File: src/sv/ptq_pkg.sv
// Shared types and constants of the pulse tachometer qualifier.
// Holds the register file layout, the controller/datapath command bundle and field widths.
// No dependencies.
package ptq_pkg;

  // Default sizes of the timers and event counters.
  localparam int unsigned TimeWidthDef  = 26;
  localparam int unsigned CountWidthDef = 16;

  // Widths of the output fields.
  localparam int unsigned RpmW    = 26;
  localparam int unsigned FiltW   = 24;
  localparam int unsigned PeriodW = 26;
  localparam int unsigned CountW  = 16;

  // Stream data widths.
  localparam int unsigned STdataW = 8;
  localparam int unsigned MTdataW = 128;

  // Quotient of the rpm division and its numerator.
  localparam int unsigned QuotW      = 26;
  localparam int unsigned DivCntW    = $clog2(QuotW);
  localparam logic [QuotW-1:0] RpmNum = 26'd60000000;

  // Configuration port.
  localparam int unsigned CfgIdxW  = 4;
  localparam int unsigned CfgDataW = 26;

  localparam logic [CfgIdxW-1:0] RegMinInterval = 4'd0;
  localparam logic [CfgIdxW-1:0] RegMaxRpm      = 4'd1;
  localparam logic [CfgIdxW-1:0] RegTolerance   = 4'd2;
  localparam logic [CfgIdxW-1:0] RegAlpha       = 4'd3;
  localparam logic [CfgIdxW-1:0] RegLockCount   = 4'd4;
  localparam logic [CfgIdxW-1:0] RegLostTimeout = 4'd5;
  localparam logic [CfgIdxW-1:0] RegZeroTimeout = 4'd6;
  localparam logic [CfgIdxW-1:0] RegPulsesRev   = 4'd7;

  // Register values after reset.
  localparam logic [19:0] RstMinInterval = 20'd4000;
  localparam logic [15:0] RstMaxRpm      = 16'd15000;
  localparam logic [7:0]  RstTolerance   = 8'd64;
  localparam logic [8:0]  RstAlpha       = 9'd38;
  localparam logic [7:0]  RstLockCount   = 8'd5;
  localparam logic [25:0] RstLostTimeout = 26'd2000000;
  localparam logic [25:0] RstZeroTimeout = 26'd6000000;
  localparam logic [7:0]  RstPulsesRev   = 8'd1;

  // Current register contents.
  typedef struct packed {
    logic [19:0] min_interval;
    logic [15:0] max_rpm;
    logic [7:0]  tolerance;
    logic [8:0]  alpha;
    logic [7:0]  lock_count;
    logic [25:0] lost_timeout;
    logic [25:0] zero_timeout;
    logic [7:0]  pulses_rev;
  } cfg_t;

  // Commands from the controller to the datapath, at most one high per cycle.
  typedef struct packed {
    logic adv;          // request taken: latch edge, advance timers
    logic edge_eval;    // classify the edge and update counters
    logic div_load;     // form the divisor and start the division
    logic div_step;     // one quotient bit
    logic filt_mul;     // filter products
    logic filt_add;     // filter sum
    logic timeout_chk;  // lost and zero timeouts
    logic load_out;     // capture the result into the output register
  } cmd_t;

  // Status back to the controller.
  typedef struct packed {
    logic period_accept;  // valid during edge_eval: the period is accepted
  } sts_t;

endpackage

File: src/sv/ptq_cfg.sv
// Configuration register file of the pulse tachometer qualifier.
// Depends on ptq_pkg for the register indexes, reset values and cfg_t.
module ptq_cfg (
  input  logic                          clk_i,
  input  logic                          rst_ni,
  input  logic                          cfg_we_i,
  input  logic [ptq_pkg::CfgIdxW-1:0]   cfg_index_i,
  input  logic [ptq_pkg::CfgDataW-1:0]  cfg_wdata_i,
  output ptq_pkg::cfg_t                 cfg_o
);

  ptq_pkg::cfg_t cfg_q, cfg_d;

  // Write decode; values are cut to the register width, unknown indexes are dropped.
  always_comb begin
    cfg_d = cfg_q;
    if (cfg_we_i) begin
      case (cfg_index_i)
        ptq_pkg::RegMinInterval: cfg_d.min_interval = cfg_wdata_i[19:0];
        ptq_pkg::RegMaxRpm:      cfg_d.max_rpm      = cfg_wdata_i[15:0];
        ptq_pkg::RegTolerance:   cfg_d.tolerance    = cfg_wdata_i[7:0];
        ptq_pkg::RegAlpha:       cfg_d.alpha        = cfg_wdata_i[8:0];
        ptq_pkg::RegLockCount:   cfg_d.lock_count   = cfg_wdata_i[7:0];
        ptq_pkg::RegLostTimeout: cfg_d.lost_timeout = cfg_wdata_i[25:0];
        ptq_pkg::RegZeroTimeout: cfg_d.zero_timeout = cfg_wdata_i[25:0];
        ptq_pkg::RegPulsesRev:   cfg_d.pulses_rev   = cfg_wdata_i[7:0];
        default: ;
      endcase
    end
  end

  // Register storage.
  always_ff @(posedge clk_i or negedge rst_ni) begin
    if (!rst_ni) begin
      cfg_q.min_interval <= ptq_pkg::RstMinInterval;
      cfg_q.max_rpm      <= ptq_pkg::RstMaxRpm;
      cfg_q.tolerance    <= ptq_pkg::RstTolerance;
      cfg_q.alpha        <= ptq_pkg::RstAlpha;
      cfg_q.lock_count   <= ptq_pkg::RstLockCount;
      cfg_q.lost_timeout <= ptq_pkg::RstLostTimeout;
      cfg_q.zero_timeout <= ptq_pkg::RstZeroTimeout;
      cfg_q.pulses_rev   <= ptq_pkg::RstPulsesRev;
    end else begin
      cfg_q <= cfg_d;
    end
  end

  assign cfg_o = cfg_q;

endmodule

File: src/sv/ptq_ctrl.sv
// Controller of the pulse tachometer qualifier: sequences one tick through the datapath.
// Depends on ptq_pkg for cmd_t, sts_t and the division length.
module ptq_ctrl (
  input  logic          clk_i,
  input  logic          rst_ni,
  input  logic          s_axis_tvalid,
  output logic          s_axis_tready,
  output logic          m_axis_tvalid,
  input  logic          m_axis_tready,
  input  ptq_pkg::sts_t sts_i,
  output ptq_pkg::cmd_t cmd_o
);

  localparam logic [2:0] StIdle    = 3'd0;
  localparam logic [2:0] StEdge    = 3'd1;
  localparam logic [2:0] StDivLoad = 3'd2;
  localparam logic [2:0] StDiv     = 3'd3;
  localparam logic [2:0] StFiltMul = 3'd4;
  localparam logic [2:0] StFiltAdd = 3'd5;
  localparam logic [2:0] StTimeout = 3'd6;
  localparam logic [2:0] StOut     = 3'd7;

  logic [2:0]                    state_q, state_d;
  logic [ptq_pkg::DivCntW-1:0]   cnt_q, cnt_d;
  logic                          out_valid_q, out_valid_d;
  logic                          out_free;

  // The output register can take a result when empty or being drained.
  assign out_free = !out_valid_q || m_axis_tready;

  // Next state and commands.
  always_comb begin
    state_d = state_q;
    cnt_d   = cnt_q;
    cmd_o   = '0;
    case (state_q)
      StIdle: begin
        if (s_axis_tvalid) begin
          cmd_o.adv = 1'b1;
          state_d   = StEdge;
        end
      end
      StEdge: begin
        cmd_o.edge_eval = 1'b1;
        state_d = sts_i.period_accept ? StDivLoad : StTimeout;
      end
      StDivLoad: begin
        cmd_o.div_load = 1'b1;
        cnt_d   = '0;
        state_d = StDiv;
      end
      StDiv: begin
        cmd_o.div_step = 1'b1;
        cnt_d = cnt_q + 1'b1;
        if (cnt_q == ptq_pkg::DivCntW'(ptq_pkg::QuotW - 1)) begin
          state_d = StFiltMul;
        end
      end
      StFiltMul: begin
        cmd_o.filt_mul = 1'b1;
        state_d = StFiltAdd;
      end
      StFiltAdd: begin
        cmd_o.filt_add = 1'b1;
        state_d = StTimeout;
      end
      StTimeout: begin
        cmd_o.timeout_chk = 1'b1;
        state_d = StOut;
      end
      StOut: begin
        if (out_free) begin
          cmd_o.load_out = 1'b1;
          state_d = StIdle;
        end
      end
      default: state_d = StIdle;
    endcase
  end

  // Output valid flag.
  always_comb begin
    out_valid_d = out_valid_q;
    if (cmd_o.load_out) begin
      out_valid_d = 1'b1;
    end else if (m_axis_tready) begin
      out_valid_d = 1'b0;
    end
  end

  always_ff @(posedge clk_i or negedge rst_ni) begin
    if (!rst_ni) begin
      state_q     <= StIdle;
      cnt_q       <= '0;
      out_valid_q <= 1'b0;
    end else begin
      state_q     <= state_d;
      cnt_q       <= cnt_d;
      out_valid_q <= out_valid_d;
    end
  end

  assign s_axis_tready = (state_q == StIdle);
  assign m_axis_tvalid = out_valid_q;

endmodule

File: src/sv/ptq_dp.sv
// Datapath of the pulse tachometer qualifier: timers, counters, tolerance check,
// bit-serial rpm divider, exponential filter and the output register.
// Depends on ptq_pkg for cfg_t, cmd_t, sts_t and field widths.
module ptq_dp #(
  parameter int unsigned TIME_WIDTH  = ptq_pkg::TimeWidthDef,
  parameter int unsigned COUNT_WIDTH = ptq_pkg::CountWidthDef
) (
  input  logic                         clk_i,
  input  logic                         rst_ni,
  input  ptq_pkg::cfg_t                cfg_i,
  input  ptq_pkg::cmd_t                cmd_i,
  output ptq_pkg::sts_t                sts_o,
  input  logic [ptq_pkg::STdataW-1:0]  s_axis_tdata,
  output logic [ptq_pkg::MTdataW-1:0]  m_axis_tdata
);

  localparam int unsigned TW   = TIME_WIDTH;
  localparam int unsigned CW   = COUNT_WIDTH;
  localparam int unsigned BW   = TW + 9;               // tolerance bound width
  localparam int unsigned DW   = TW + 8;               // divisor width
  localparam int unsigned QW   = ptq_pkg::QuotW;
  localparam int unsigned CMPW = (DW > QW + 1) ? DW : QW + 1;
  localparam int unsigned FW   = ptq_pkg::FiltW;
  localparam int unsigned PW   = FW + 9;               // filter product width

  // Measurement state.
  logic          edge_seen_q, once_q, lock_q, sig_q, edge_in_q;
  logic [TW-1:0] tse_q, tsa_q, last_period_q, good_q;
  logic [CW-1:0] acc_q, fast_q, outl_q;
  logic [QW-1:0] raw_q;
  logic [FW-1:0] filt_q;

  // Work registers.
  logic [BW-1:0] lo_q, hi_q;
  logic [DW-1:0] divisor_q;
  logic [QW-1:0] rem_q, quo_q;
  logic [PW-1:0] p1_q, p2_q;

  // Output register payload.
  logic [ptq_pkg::RpmW-1:0]    out_rpm_q;
  logic [FW-1:0]               out_filt_q;
  logic [ptq_pkg::PeriodW-1:0] out_period_q;
  logic                        out_sig_q, out_lock_q;
  logic [ptq_pkg::CountW-1:0]  out_acc_q, out_fast_q, out_outl_q;

  logic [TW-1:0] tse_inc, tsa_inc;
  logic [CW-1:0] acc_inc, fast_inc, outl_inc;
  logic [8:0]    alpha_eff, ppr_eff, tol_lo, tol_hi;
  logic [BW-1:0] period_x256;
  logic          in_tol, too_fast, accept_now;
  logic [QW:0]   rem_sh;
  logic [CMPW-1:0] rem_cmp, div_cmp;
  logic          q_bit;
  logic [15:0]   rpm16;
  logic          rpm_ok;
  logic [PW:0]   filt_sum;
  logic [31:0]   period_ext, acc_ext, fast_ext, outl_ext;

  // Saturating increments.
  assign tse_inc  = (&tse_q)  ? tse_q  : tse_q  + TW'(1);
  assign tsa_inc  = (&tsa_q)  ? tsa_q  : tsa_q  + TW'(1);
  assign acc_inc  = (&acc_q)  ? acc_q  : acc_q  + CW'(1);
  assign fast_inc = (&fast_q) ? fast_q : fast_q + CW'(1);
  assign outl_inc = (&outl_q) ? outl_q : outl_q + CW'(1);

  // Register values as used: alpha above one clamps, zero pulses per rev counts as one.
  assign alpha_eff = (cfg_i.alpha > 9'd256) ? 9'd256 : cfg_i.alpha;
  assign ppr_eff   = (cfg_i.pulses_rev == 8'd0) ? 9'd1 : {1'b0, cfg_i.pulses_rev};
  assign tol_lo    = 9'd256 - {1'b0, cfg_i.tolerance};
  assign tol_hi    = 9'd256 + {1'b0, cfg_i.tolerance};

  // Edge classification against the registered timer and tolerance bounds.
  assign period_x256 = BW'({tse_q, 8'd0});
  assign in_tol      = (period_x256 >= lo_q) && (period_x256 <= hi_q);
  assign too_fast    = 32'(tse_q) < 32'(cfg_i.min_interval);
  assign accept_now  = edge_in_q && edge_seen_q && !too_fast &&
                       ((32'(acc_q) < 32'(cfg_i.lock_count)) || (good_q == '0) || in_tol);
  assign sts_o.period_accept = accept_now;

  // One restoring division step.
  assign rem_sh  = {rem_q, quo_q[QW-1]};
  assign rem_cmp = CMPW'(rem_sh);
  assign div_cmp = CMPW'(divisor_q);
  assign q_bit   = rem_cmp >= div_cmp;

  // Filter input; only used when the rpm fits under the limit.
  assign rpm16    = quo_q[15:0];
  assign rpm_ok   = 32'(quo_q) <= 32'(cfg_i.max_rpm);
  assign filt_sum = (PW+1)'(p1_q) + (PW+1)'(p2_q) + (PW+1)'(128);

  // Output field extension.
  assign period_ext = 32'(last_period_q);
  assign acc_ext    = 32'(acc_q);
  assign fast_ext   = 32'(fast_q);
  assign outl_ext   = 32'(outl_q);

  // Measurement state, updated by one command per cycle.
  always_ff @(posedge clk_i or negedge rst_ni) begin
    if (!rst_ni) begin
      edge_seen_q   <= 1'b0;
      once_q        <= 1'b0;
      lock_q        <= 1'b0;
      sig_q         <= 1'b0;
      edge_in_q     <= 1'b0;
      tse_q         <= '0;
      tsa_q         <= '0;
      last_period_q <= '0;
      good_q        <= '0;
      acc_q         <= '0;
      fast_q        <= '0;
      outl_q        <= '0;
      raw_q         <= '0;
      filt_q        <= '0;
    end else begin
      if (cmd_i.adv) begin
        edge_in_q <= s_axis_tdata[0];
        if (edge_seen_q) begin
          tse_q <= tse_inc;
        end
        if (once_q) begin
          tsa_q <= tsa_inc;
        end
      end
      if (cmd_i.edge_eval && edge_in_q) begin
        if (!edge_seen_q) begin
          edge_seen_q <= 1'b1;
          tse_q       <= '0;
        end else if (too_fast) begin
          fast_q <= fast_inc;
        end else begin
          last_period_q <= tse_q;
          tse_q         <= '0;
          if (accept_now) begin
            good_q <= tse_q;
            acc_q  <= acc_inc;
            once_q <= 1'b1;
            tsa_q  <= '0;
            sig_q  <= 1'b1;
            if (32'(acc_inc) >= 32'(cfg_i.lock_count)) begin
              lock_q <= 1'b1;
            end
          end else begin
            outl_q <= outl_inc;
          end
        end
      end
      if (cmd_i.filt_mul) begin
        raw_q <= quo_q;
      end
      if (cmd_i.filt_add && rpm_ok) begin
        if (filt_q == '0) begin
          filt_q <= {rpm16, 8'd0};
        end else begin
          filt_q <= filt_sum[FW+7:8];
        end
      end
      if (cmd_i.timeout_chk) begin
        if (once_q) begin
          // Zero timeout: everything but the registers goes back to reset.
          if (32'(tsa_q) > 32'(cfg_i.zero_timeout)) begin
            edge_seen_q   <= 1'b0;
            once_q        <= 1'b0;
            lock_q        <= 1'b0;
            sig_q         <= 1'b0;
            tse_q         <= '0;
            tsa_q         <= '0;
            last_period_q <= '0;
            good_q        <= '0;
            acc_q         <= '0;
            fast_q        <= '0;
            outl_q        <= '0;
            raw_q         <= '0;
            filt_q        <= '0;
          end else if (32'(tsa_q) > 32'(cfg_i.lost_timeout)) begin
            sig_q <= 1'b0;
          end
        end else begin
          raw_q  <= '0;
          filt_q <= '0;
          sig_q  <= 1'b0;
        end
      end
    end
  end

  // Tolerance bounds, divider and filter products.
  always_ff @(posedge clk_i) begin
    if (cmd_i.adv) begin
      lo_q <= BW'(good_q) * BW'(tol_lo);
      hi_q <= BW'(good_q) * BW'(tol_hi);
    end
    if (cmd_i.div_load) begin
      divisor_q <= DW'(last_period_q) * DW'(ppr_eff);
      rem_q     <= '0;
      quo_q     <= ptq_pkg::RpmNum;
    end
    if (cmd_i.div_step) begin
      rem_q <= q_bit ? QW'(rem_cmp - div_cmp) : rem_sh[QW-1:0];
      quo_q <= {quo_q[QW-2:0], q_bit};
    end
    if (cmd_i.filt_mul) begin
      p1_q <= PW'(alpha_eff) * PW'({rpm16, 8'd0});
      p2_q <= PW'(9'd256 - alpha_eff) * PW'(filt_q);
    end
  end

  // Output register.
  always_ff @(posedge clk_i) begin
    if (cmd_i.load_out) begin
      out_rpm_q    <= raw_q;
      out_filt_q   <= filt_q;
      out_period_q <= period_ext[ptq_pkg::PeriodW-1:0];
      out_sig_q    <= sig_q;
      out_lock_q   <= lock_q;
      out_acc_q    <= acc_ext[ptq_pkg::CountW-1:0];
      out_fast_q   <= fast_ext[ptq_pkg::CountW-1:0];
      out_outl_q   <= outl_ext[ptq_pkg::CountW-1:0];
    end
  end

  assign m_axis_tdata = {2'b00, out_outl_q, out_fast_q, out_acc_q, out_lock_q, out_sig_q,
                         out_period_q, out_filt_q, out_rpm_q};

endmodule

File: src/sv/pulse_tachometer_qualifier.sv
// Top level of the pulse tachometer qualifier.
// Depends on ptq_pkg, ptq_cfg, ptq_ctrl and ptq_dp.
//
// One request on the slave stream is one microsecond tick; bit 0 of its data says
// whether a falling sensor edge came in that tick. Every tick gives exactly one
// result on the master stream: raw rpm, filtered rpm, period, status flags and
// the pulse, fast-reject and outlier counters.
// Registers must be written through cfg_we_i, cfg_index_i and cfg_wdata_i while no
// tick is in flight, which the block does not enforce; unknown indexes are ignored.
// A tick without an accepted period goes from edge evaluation to the timeout check
// and the output load. A tick that accepts a period also passes through a restoring
// divider that produces one of its 26 quotient bits per cycle, followed by the
// filter multiply and add steps. One tick is in flight at a time.
// The result sits in an output register, so the next tick is taken while it waits;
// if the receiver stalls, the following result waits in the sequencer and no
// further tick is accepted until the register drains.
// Reset loads the register defaults and clears all measurement state.
module pulse_tachometer_qualifier #(
  parameter int unsigned TIME_WIDTH  = ptq_pkg::TimeWidthDef,
  parameter int unsigned COUNT_WIDTH = ptq_pkg::CountWidthDef
) (
  input  logic                          clk_i,
  input  logic                          rst_ni,
  input  logic                          s_axis_tvalid,
  output logic                          s_axis_tready,
  // [0] edge_req, [7:1] zero
  input  logic [ptq_pkg::STdataW-1:0]   s_axis_tdata,
  output logic                          m_axis_tvalid,
  input  logic                          m_axis_tready,
  // [25:0] rpm_raw, [49:26] rpm_filtered_q8, [75:50] period_us, [76] signal_ok,
  // [77] locked, [93:78] accepted_count, [109:94] fast_reject_count,
  // [125:110] outlier_count, [127:126] zero
  output logic [ptq_pkg::MTdataW-1:0]   m_axis_tdata,
  input  logic                          cfg_we_i,
  input  logic [ptq_pkg::CfgIdxW-1:0]   cfg_index_i,
  input  logic [ptq_pkg::CfgDataW-1:0]  cfg_wdata_i
);

  ptq_pkg::cfg_t cfg;
  ptq_pkg::cmd_t cmd;
  ptq_pkg::sts_t sts;

  // Register file.
  ptq_cfg u_cfg (
    .clk_i       (clk_i),
    .rst_ni      (rst_ni),
    .cfg_we_i    (cfg_we_i),
    .cfg_index_i (cfg_index_i),
    .cfg_wdata_i (cfg_wdata_i),
    .cfg_o       (cfg)
  );

  // Sequencer.
  ptq_ctrl u_ctrl (
    .clk_i         (clk_i),
    .rst_ni        (rst_ni),
    .s_axis_tvalid (s_axis_tvalid),
    .s_axis_tready (s_axis_tready),
    .m_axis_tvalid (m_axis_tvalid),
    .m_axis_tready (m_axis_tready),
    .sts_i         (sts),
    .cmd_o         (cmd)
  );

  // Measurement datapath.
  ptq_dp #(
    .TIME_WIDTH  (TIME_WIDTH),
    .COUNT_WIDTH (COUNT_WIDTH)
  ) u_dp (
    .clk_i        (clk_i),
    .rst_ni       (rst_ni),
    .cfg_i        (cfg),
    .cmd_i        (cmd),
    .sts_o        (sts),
    .s_axis_tdata (s_axis_tdata),
    .m_axis_tdata (m_axis_tdata)
  );

endmodule

File: config.mk
export PLATFORM = sky130hd
export DESIGN_NAME = pulse_tachometer_qualifier
export DESIGN_NICKNAME = d
export VERILOG_FILES = /design/src/sv/ptq_pkg.sv /design/src/sv/ptq_cfg.sv /design/src/sv/ptq_ctrl.sv /design/src/sv/ptq_dp.sv /design/src/sv/pulse_tachometer_qualifier.sv
export SDC_FILE = /design/constraint.sdc
export NUM_CORES = 2
export LEC_CHECK = 0
export BUFFER_PORTS_ARGS = -buffer_cell sky130_fd_sc_hd__buf_2
export CAP_MARGIN = 0
export CORE_UTILIZATION = 35
export DETAILED_ROUTE_END_ITERATION = 6
export PLACE_DENSITY = 0.47
export SLEW_MARGIN = 10
export SYNTH_ARGS = -nofsm -noshare
export SYNTH_HDL_FRONTEND = slang
export SYNTH_SLANG_ARGS = --single-unit
export TNS_END_PERCENT = 5
File: constraint.sdc
create_clock -name clk_i -period 9.43 [get_ports clk_i]
set_input_delay 0.943 -clock clk_i [delete_from_list [all_inputs] [get_ports clk_i]]
set_output_delay 0.943 -clock clk_i [all_outputs]
set_load 0.005 [all_outputs]
==> results summary <==
The number of global-route vias before repair came out at between 40k and 50k. For this run, asynchronously set or reset flops after synthesis account for just over 50%. Final hold analysis gives a worst-case slack of roughly 250 ps. The design area is slightly above 70000 sq um. In this run, the clock network consumes around 18% of the power. The global-route usage over all layers is 19.3%.

The relative contribution of sequential cells to total power came out at a little over a quarter. The region available for standard cell placement spans 188000 sq um. The clock transition at the registers of the reported paths came out at around 60 ps.

The placer congestion estimate is 0.821. Registers take 18400 sq um. The layout-stage area growth over the synthesis result is 9.71%. The data arrival at the endpoint of the critical path is ~9000 ps. The total of max-cap violations came out at 0. The detailed placer's ending HPWL is between 100 and 150 mm. The number of instances in the synthesized netlist came out at approximately 6.8k.

In this run, the number of DRC markers left after iteration 0 of detailed routing was ~2.2k. The buffer and inverter count on the worst path is 6. The run finished with clean final reports. Leaving out fill and tap cells, the most frequent cell in the layout is sky130_fd_sc_hd__inv_1. The hold violation total from the final report was 0. The share of total power consumed by net switching came out at 42.7%. The worst slew margin relative to its limit came out at between 20% and 30%. The library cells used most frequently in the layout, excluding fill and tap cells, are 1211 x sky130_fd_sc_hd__inv_1, 891 x sky130_fd_sc_hd__nand2_1, 854 x sky130_fd_sc_hd__fa_1, 508 x sky130_fd_sc_hd__ha_1, 479 x sky130_fd_sc_hd__and2_1. For the final routed database, the setup TNS stands at 0 ps.

The H-tree depth came out at 3. The number of setup buffers added after CTS is 0. Yosys printed 0 warnings.

The power consumption came out at 17.9 mW. The net total in the final layout came out at about 8.3k. The delay of the slowest critical-path stage came out at between 800 and 900 ps. The family with the most delay on the worst path is adder cells. The static leakage power is around 35 nW. The area enclosed by the die boundary came out at between 150000 and 200000 sq um. In the final routed layout, each cell accounts on average for 19.2 um. The net load switching power is approximately 7.7 mW. In this run, synthesis produced a sequential element count of about 670. The count of nets left with antenna violations after detail routing came out at 0. STA classifies the critical path endpoint as a register. The initial utilization of the core area, before any placement, comes to about a third. The register area share after synthesis came out at 27.7%. The maximum fanout along the worst path is 15. Static timing analysis puts the maximum clock frequency at roughly 0.11 GHz. The final clock skew came out at 43.0 ps.

The die boundary height came out at roughly 440 um. In this run the worst hold path is classified as in -> async. The power share of the combinational group is 55.6%.

Among all flip-flop cells after synthesis, the most frequent one is sky130_fd_sc_hd__edfxtp_1. For this design, the slowest cell found on the critical path is sky130_fd_sc_hd__xnor2_2. The multi-input logic area is around 43000 sq um.

The internal power of the cells totals between 10 and 15 mW. The largest net degree at the start of global routing came out at between 100 and 150. The number of buffer cells added on primary ports came out at between 150 and 200. The count of instances resized after the clock tree is built is 0.

The count of final max-slew check failures came out at 0. The worst setup path is launched from a register. Clock latency on the worst-skew pair, taken at its later pin, is 710 ps. The unique cell type count in the Yosys netlist is 94. The share of layout cells above drive strength 1 came out at under 10%. At the pin with the least slew margin, the transition time is 1170 ps. In this run the core area contains 159 standard-cell rows.

The power density of the placed cells is between 200 and 250 nW/um^2. The clock root buffer master is sky130_fd_sc_hd__clkbuf_16. Signal routing reaches up to met4.

The number of buffers added by the clock tree synthesis step came out at 84. The post-place instance area is 70100 sq um. The summed instance area of the synthesized netlist is roughly 66000 sq um. The top-level port count came out at between 150 and 200. The quantity of hold-fixing buffers added after cts came out at 0. The initial antenna violation count is 9. The number of DRC violations after detailed routing came out at 0. At the worst endpoint, the required time is just under 10000 ps. The clock passes through at most 3 buffers. The clock sink count came out at ~670. The shortest period the worst path allows is just under 9000 ps. The die extent in x came out at between 400 and 500 um.

The final wirelength is between 150 and 200 mm. The number of optimization iterations in the first detailed-route pass came out at 6. The number of filler cells placed in the layout came out at approximately 19k. The detailed-route vias per instance is just under 5. The worst setup path is of the reg -> reg kind. For this block, the via count after detailed routing is 46.1k. The placement-stage worst setup slack is around 620 ps.

Summed over all layers, the global routing overflow is 0. The register-to-register setup slack came out at 660 ps. The CTS tree is done. The per-instance average area after synthesis came out at between 9 and 10 sq um. The cell occurring most often along the worst timing path is sky130_fd_sc_hd__fa_1. The first-pass GRT wire length came out at about 290 mm. Wire segments on met2 add up to approximately 90 mm in the final route. Setup slack on the critical path of the routed design comes to 655 ps.

Setup repair after global routing left no endpoint under its margin. The final count of negative-setup-slack endpoints came out at 0. After detailed routing, the met3 layer carries 4.93 mm of wire. The met1 layer wirelength in the final routing is 82.2 mm. The final worst-path cycle share is roughly 93%. The number of enable-type register cells in the synthesized netlist is 330.

The worst ir drop on vdd came out at 0.000524 V.
-- per-stage QoR --
step / std cells / utilization [%]
after floorplan: 6840 / -
after global placement: 9291 / 37.3
after detailed placement: 9291 / 37.3
after CTS: 9447 / 38.7
after global routing: 9447 / 38.7
final: 9450 / 38.7
-- cells in the mapped netlist, types with 14 or more instances --
cell	instances	area (sq um)
sky130_fd_sc_hd__nand3_1	100	500
sky130_fd_sc_hd__fa_1	854	17100
sky130_fd_sc_hd__mux2i_1	41	410
sky130_fd_sc_hd__nand4_1	59	369
sky130_fd_sc_hd__nor4_1	24	150
sky130_fd_sc_hd__buf_2	15	75.1
sky130_fd_sc_hd__o21a_1	41	308
sky130_fd_sc_hd__nor2_1	284	1070
sky130_fd_sc_hd__inv_1	1212	4550
sky130_fd_sc_hd__and2_1	480	3000
sky130_fd_sc_hd__nand2b_1	27	169
sky130_fd_sc_hd__o211ai_1	17	128
sky130_fd_sc_hd__xor2_1	103	902
sky130_fd_sc_hd__o21bai_1	20	150
sky130_fd_sc_hd__edfxtp_1	330	9910
sky130_fd_sc_hd__a31oi_1	14	87.6
sky130_fd_sc_hd__dfstp_2	37	972
sky130_fd_sc_hd__ha_1	508	6360
sky130_fd_sc_hd__mux2_2	73	822
sky130_fd_sc_hd__nor3_1	64	320
sky130_fd_sc_hd__xnor2_1	172	1510
sky130_fd_sc_hd__a21o_1	119	893
sky130_fd_sc_hd__clkbuf_1	256	961
sky130_fd_sc_hd__dfrtp_1	300	7510
sky130_fd_sc_hd__nor2b_1	38	238
sky130_fd_sc_hd__a211oi_1	36	270
sky130_fd_sc_hd__nand2_1	891	3340
sky130_fd_sc_hd__and4_1	24	210
sky130_fd_sc_hd__o21ai_0	158	791
sky130_fd_sc_hd__or3_1	36	225
sky130_fd_sc_hd__a21oi_1	245	1230
sky130_fd_sc_hd__and3_1	29	181
-- per-layer routing --
layer / GRT usage (%) / up-vias
li1: - / 21669
met1: 25.9 / 23562
met2: 33.4 / 622
met3: 1.63 / 199
met4: 5.41 / 0
met5: 0 / -
-- worst paths after layout --
check                                                 start                      endpoint  cells after the start
worst max-delay path            u_cfg.cfg_o[76]$_DFFE_PN0P_       u_dp.p2_q[31]$_DFFE_PP_                     30
worst min-delay path                                 rst_ni       u_dp.acc_q[1]$_DFF_PN0_                      1
worst max register to register  u_cfg.cfg_o[76]$_DFFE_PN0P_       u_dp.p2_q[31]$_DFFE_PP_                     30
worst min register to register     u_dp.raw_q[10]$_DFF_PN0_  u_dp.out_rpm_q[10]$_DFFE_PP_                      0
max in group asynchronous                            rst_ni      u_dp.filt_q[1]$_DFF_PN0_                      2
min in group clk_i                 u_dp.raw_q[10]$_DFF_PN0_  u_dp.out_rpm_q[10]$_DFFE_PP_                      0
-- cells by family (layout without fill, tap and decap cells) --
| kind of cell | Yosys count | after routing | synth area share, % |
|---|---|---|---|
| simple gates | 2113 | 2113 | 15.5 |
| buf+inv | 1502 | 1614 | 8.57 |
| fa+ha+maj | 1363 | 1363 | 35.4 |
| compound gates | 761 | 761 | 7.34 |
| flops | 667 | 667 | 27.7 |
| xor+xnor | 275 | 275 | 3.63 |
| mux | 114 | 114 | 1.86 |
| other cells | 2 | 48 | 0.0113 |
-- final cells by class --
type / instances / area share (%)
antenna: 3 / 0.0103
sequential: 667 / 25.3
timing repair buffer: 245 / 2.00
clock inverter: 37 / 0.445
multi-input combinational: 4671 / 58.5
clock buffer: 119 / 3.24
tap: 2495 / 4.29
inverter: 1213 / 6.26
-- power groups by stage --
| stage | registers, mW | logic, mW | clock network [mW] |
|---|---|---|---|
| 6_report | 4.76 | 9.98 | 3.20 |
| 5_1_grt | 4.82 | 11.5 | 3.42 |
| 4_1_cts | 4.78 | 10.1 | 3.32 |
| 3_5_place_dp | 4.82 | 10.0 | 0 |
| 3_3_place_gp | 4.82 | 9.92 | 0 |
| 2_1_floorplan | 4.52 | 7.70 | 0 |
-- registers in the layout, indices dropped and copies added (netlist names), 24 cells and up --
name and flops:
u_dp.quo_q 26, u_dp.last_period_q 26, u_dp.div_cmp 34, u_dp.hi_q 35, u_dp.out_rpm_q 26, u_dp.out_period_q 26, u_dp.tse_q 26, u_dp.p1_q 24
u_dp.p2_q 25, u_dp.rem_q 26, u_dp.good_q 26, u_cfg.cfg_o 121, u_dp.lo_q 34, u_dp.filt_q 24, u_dp.tsa_q 26, u_dp.out_filt_q 24
u_dp.raw_q 26
-- worst register-to-register path: cells and delay by family (launching register included) --
kind                       cells  cell delay, ps
xor gates and xnor gates       2             920
buffers and inverters          6             400
AOI/OAI and AO/OA              6            1510
and+or+nand+nor                7            1090
DFF                            1             580
adders and majority gates      9            4040
(Power assumes the default switching activity.)
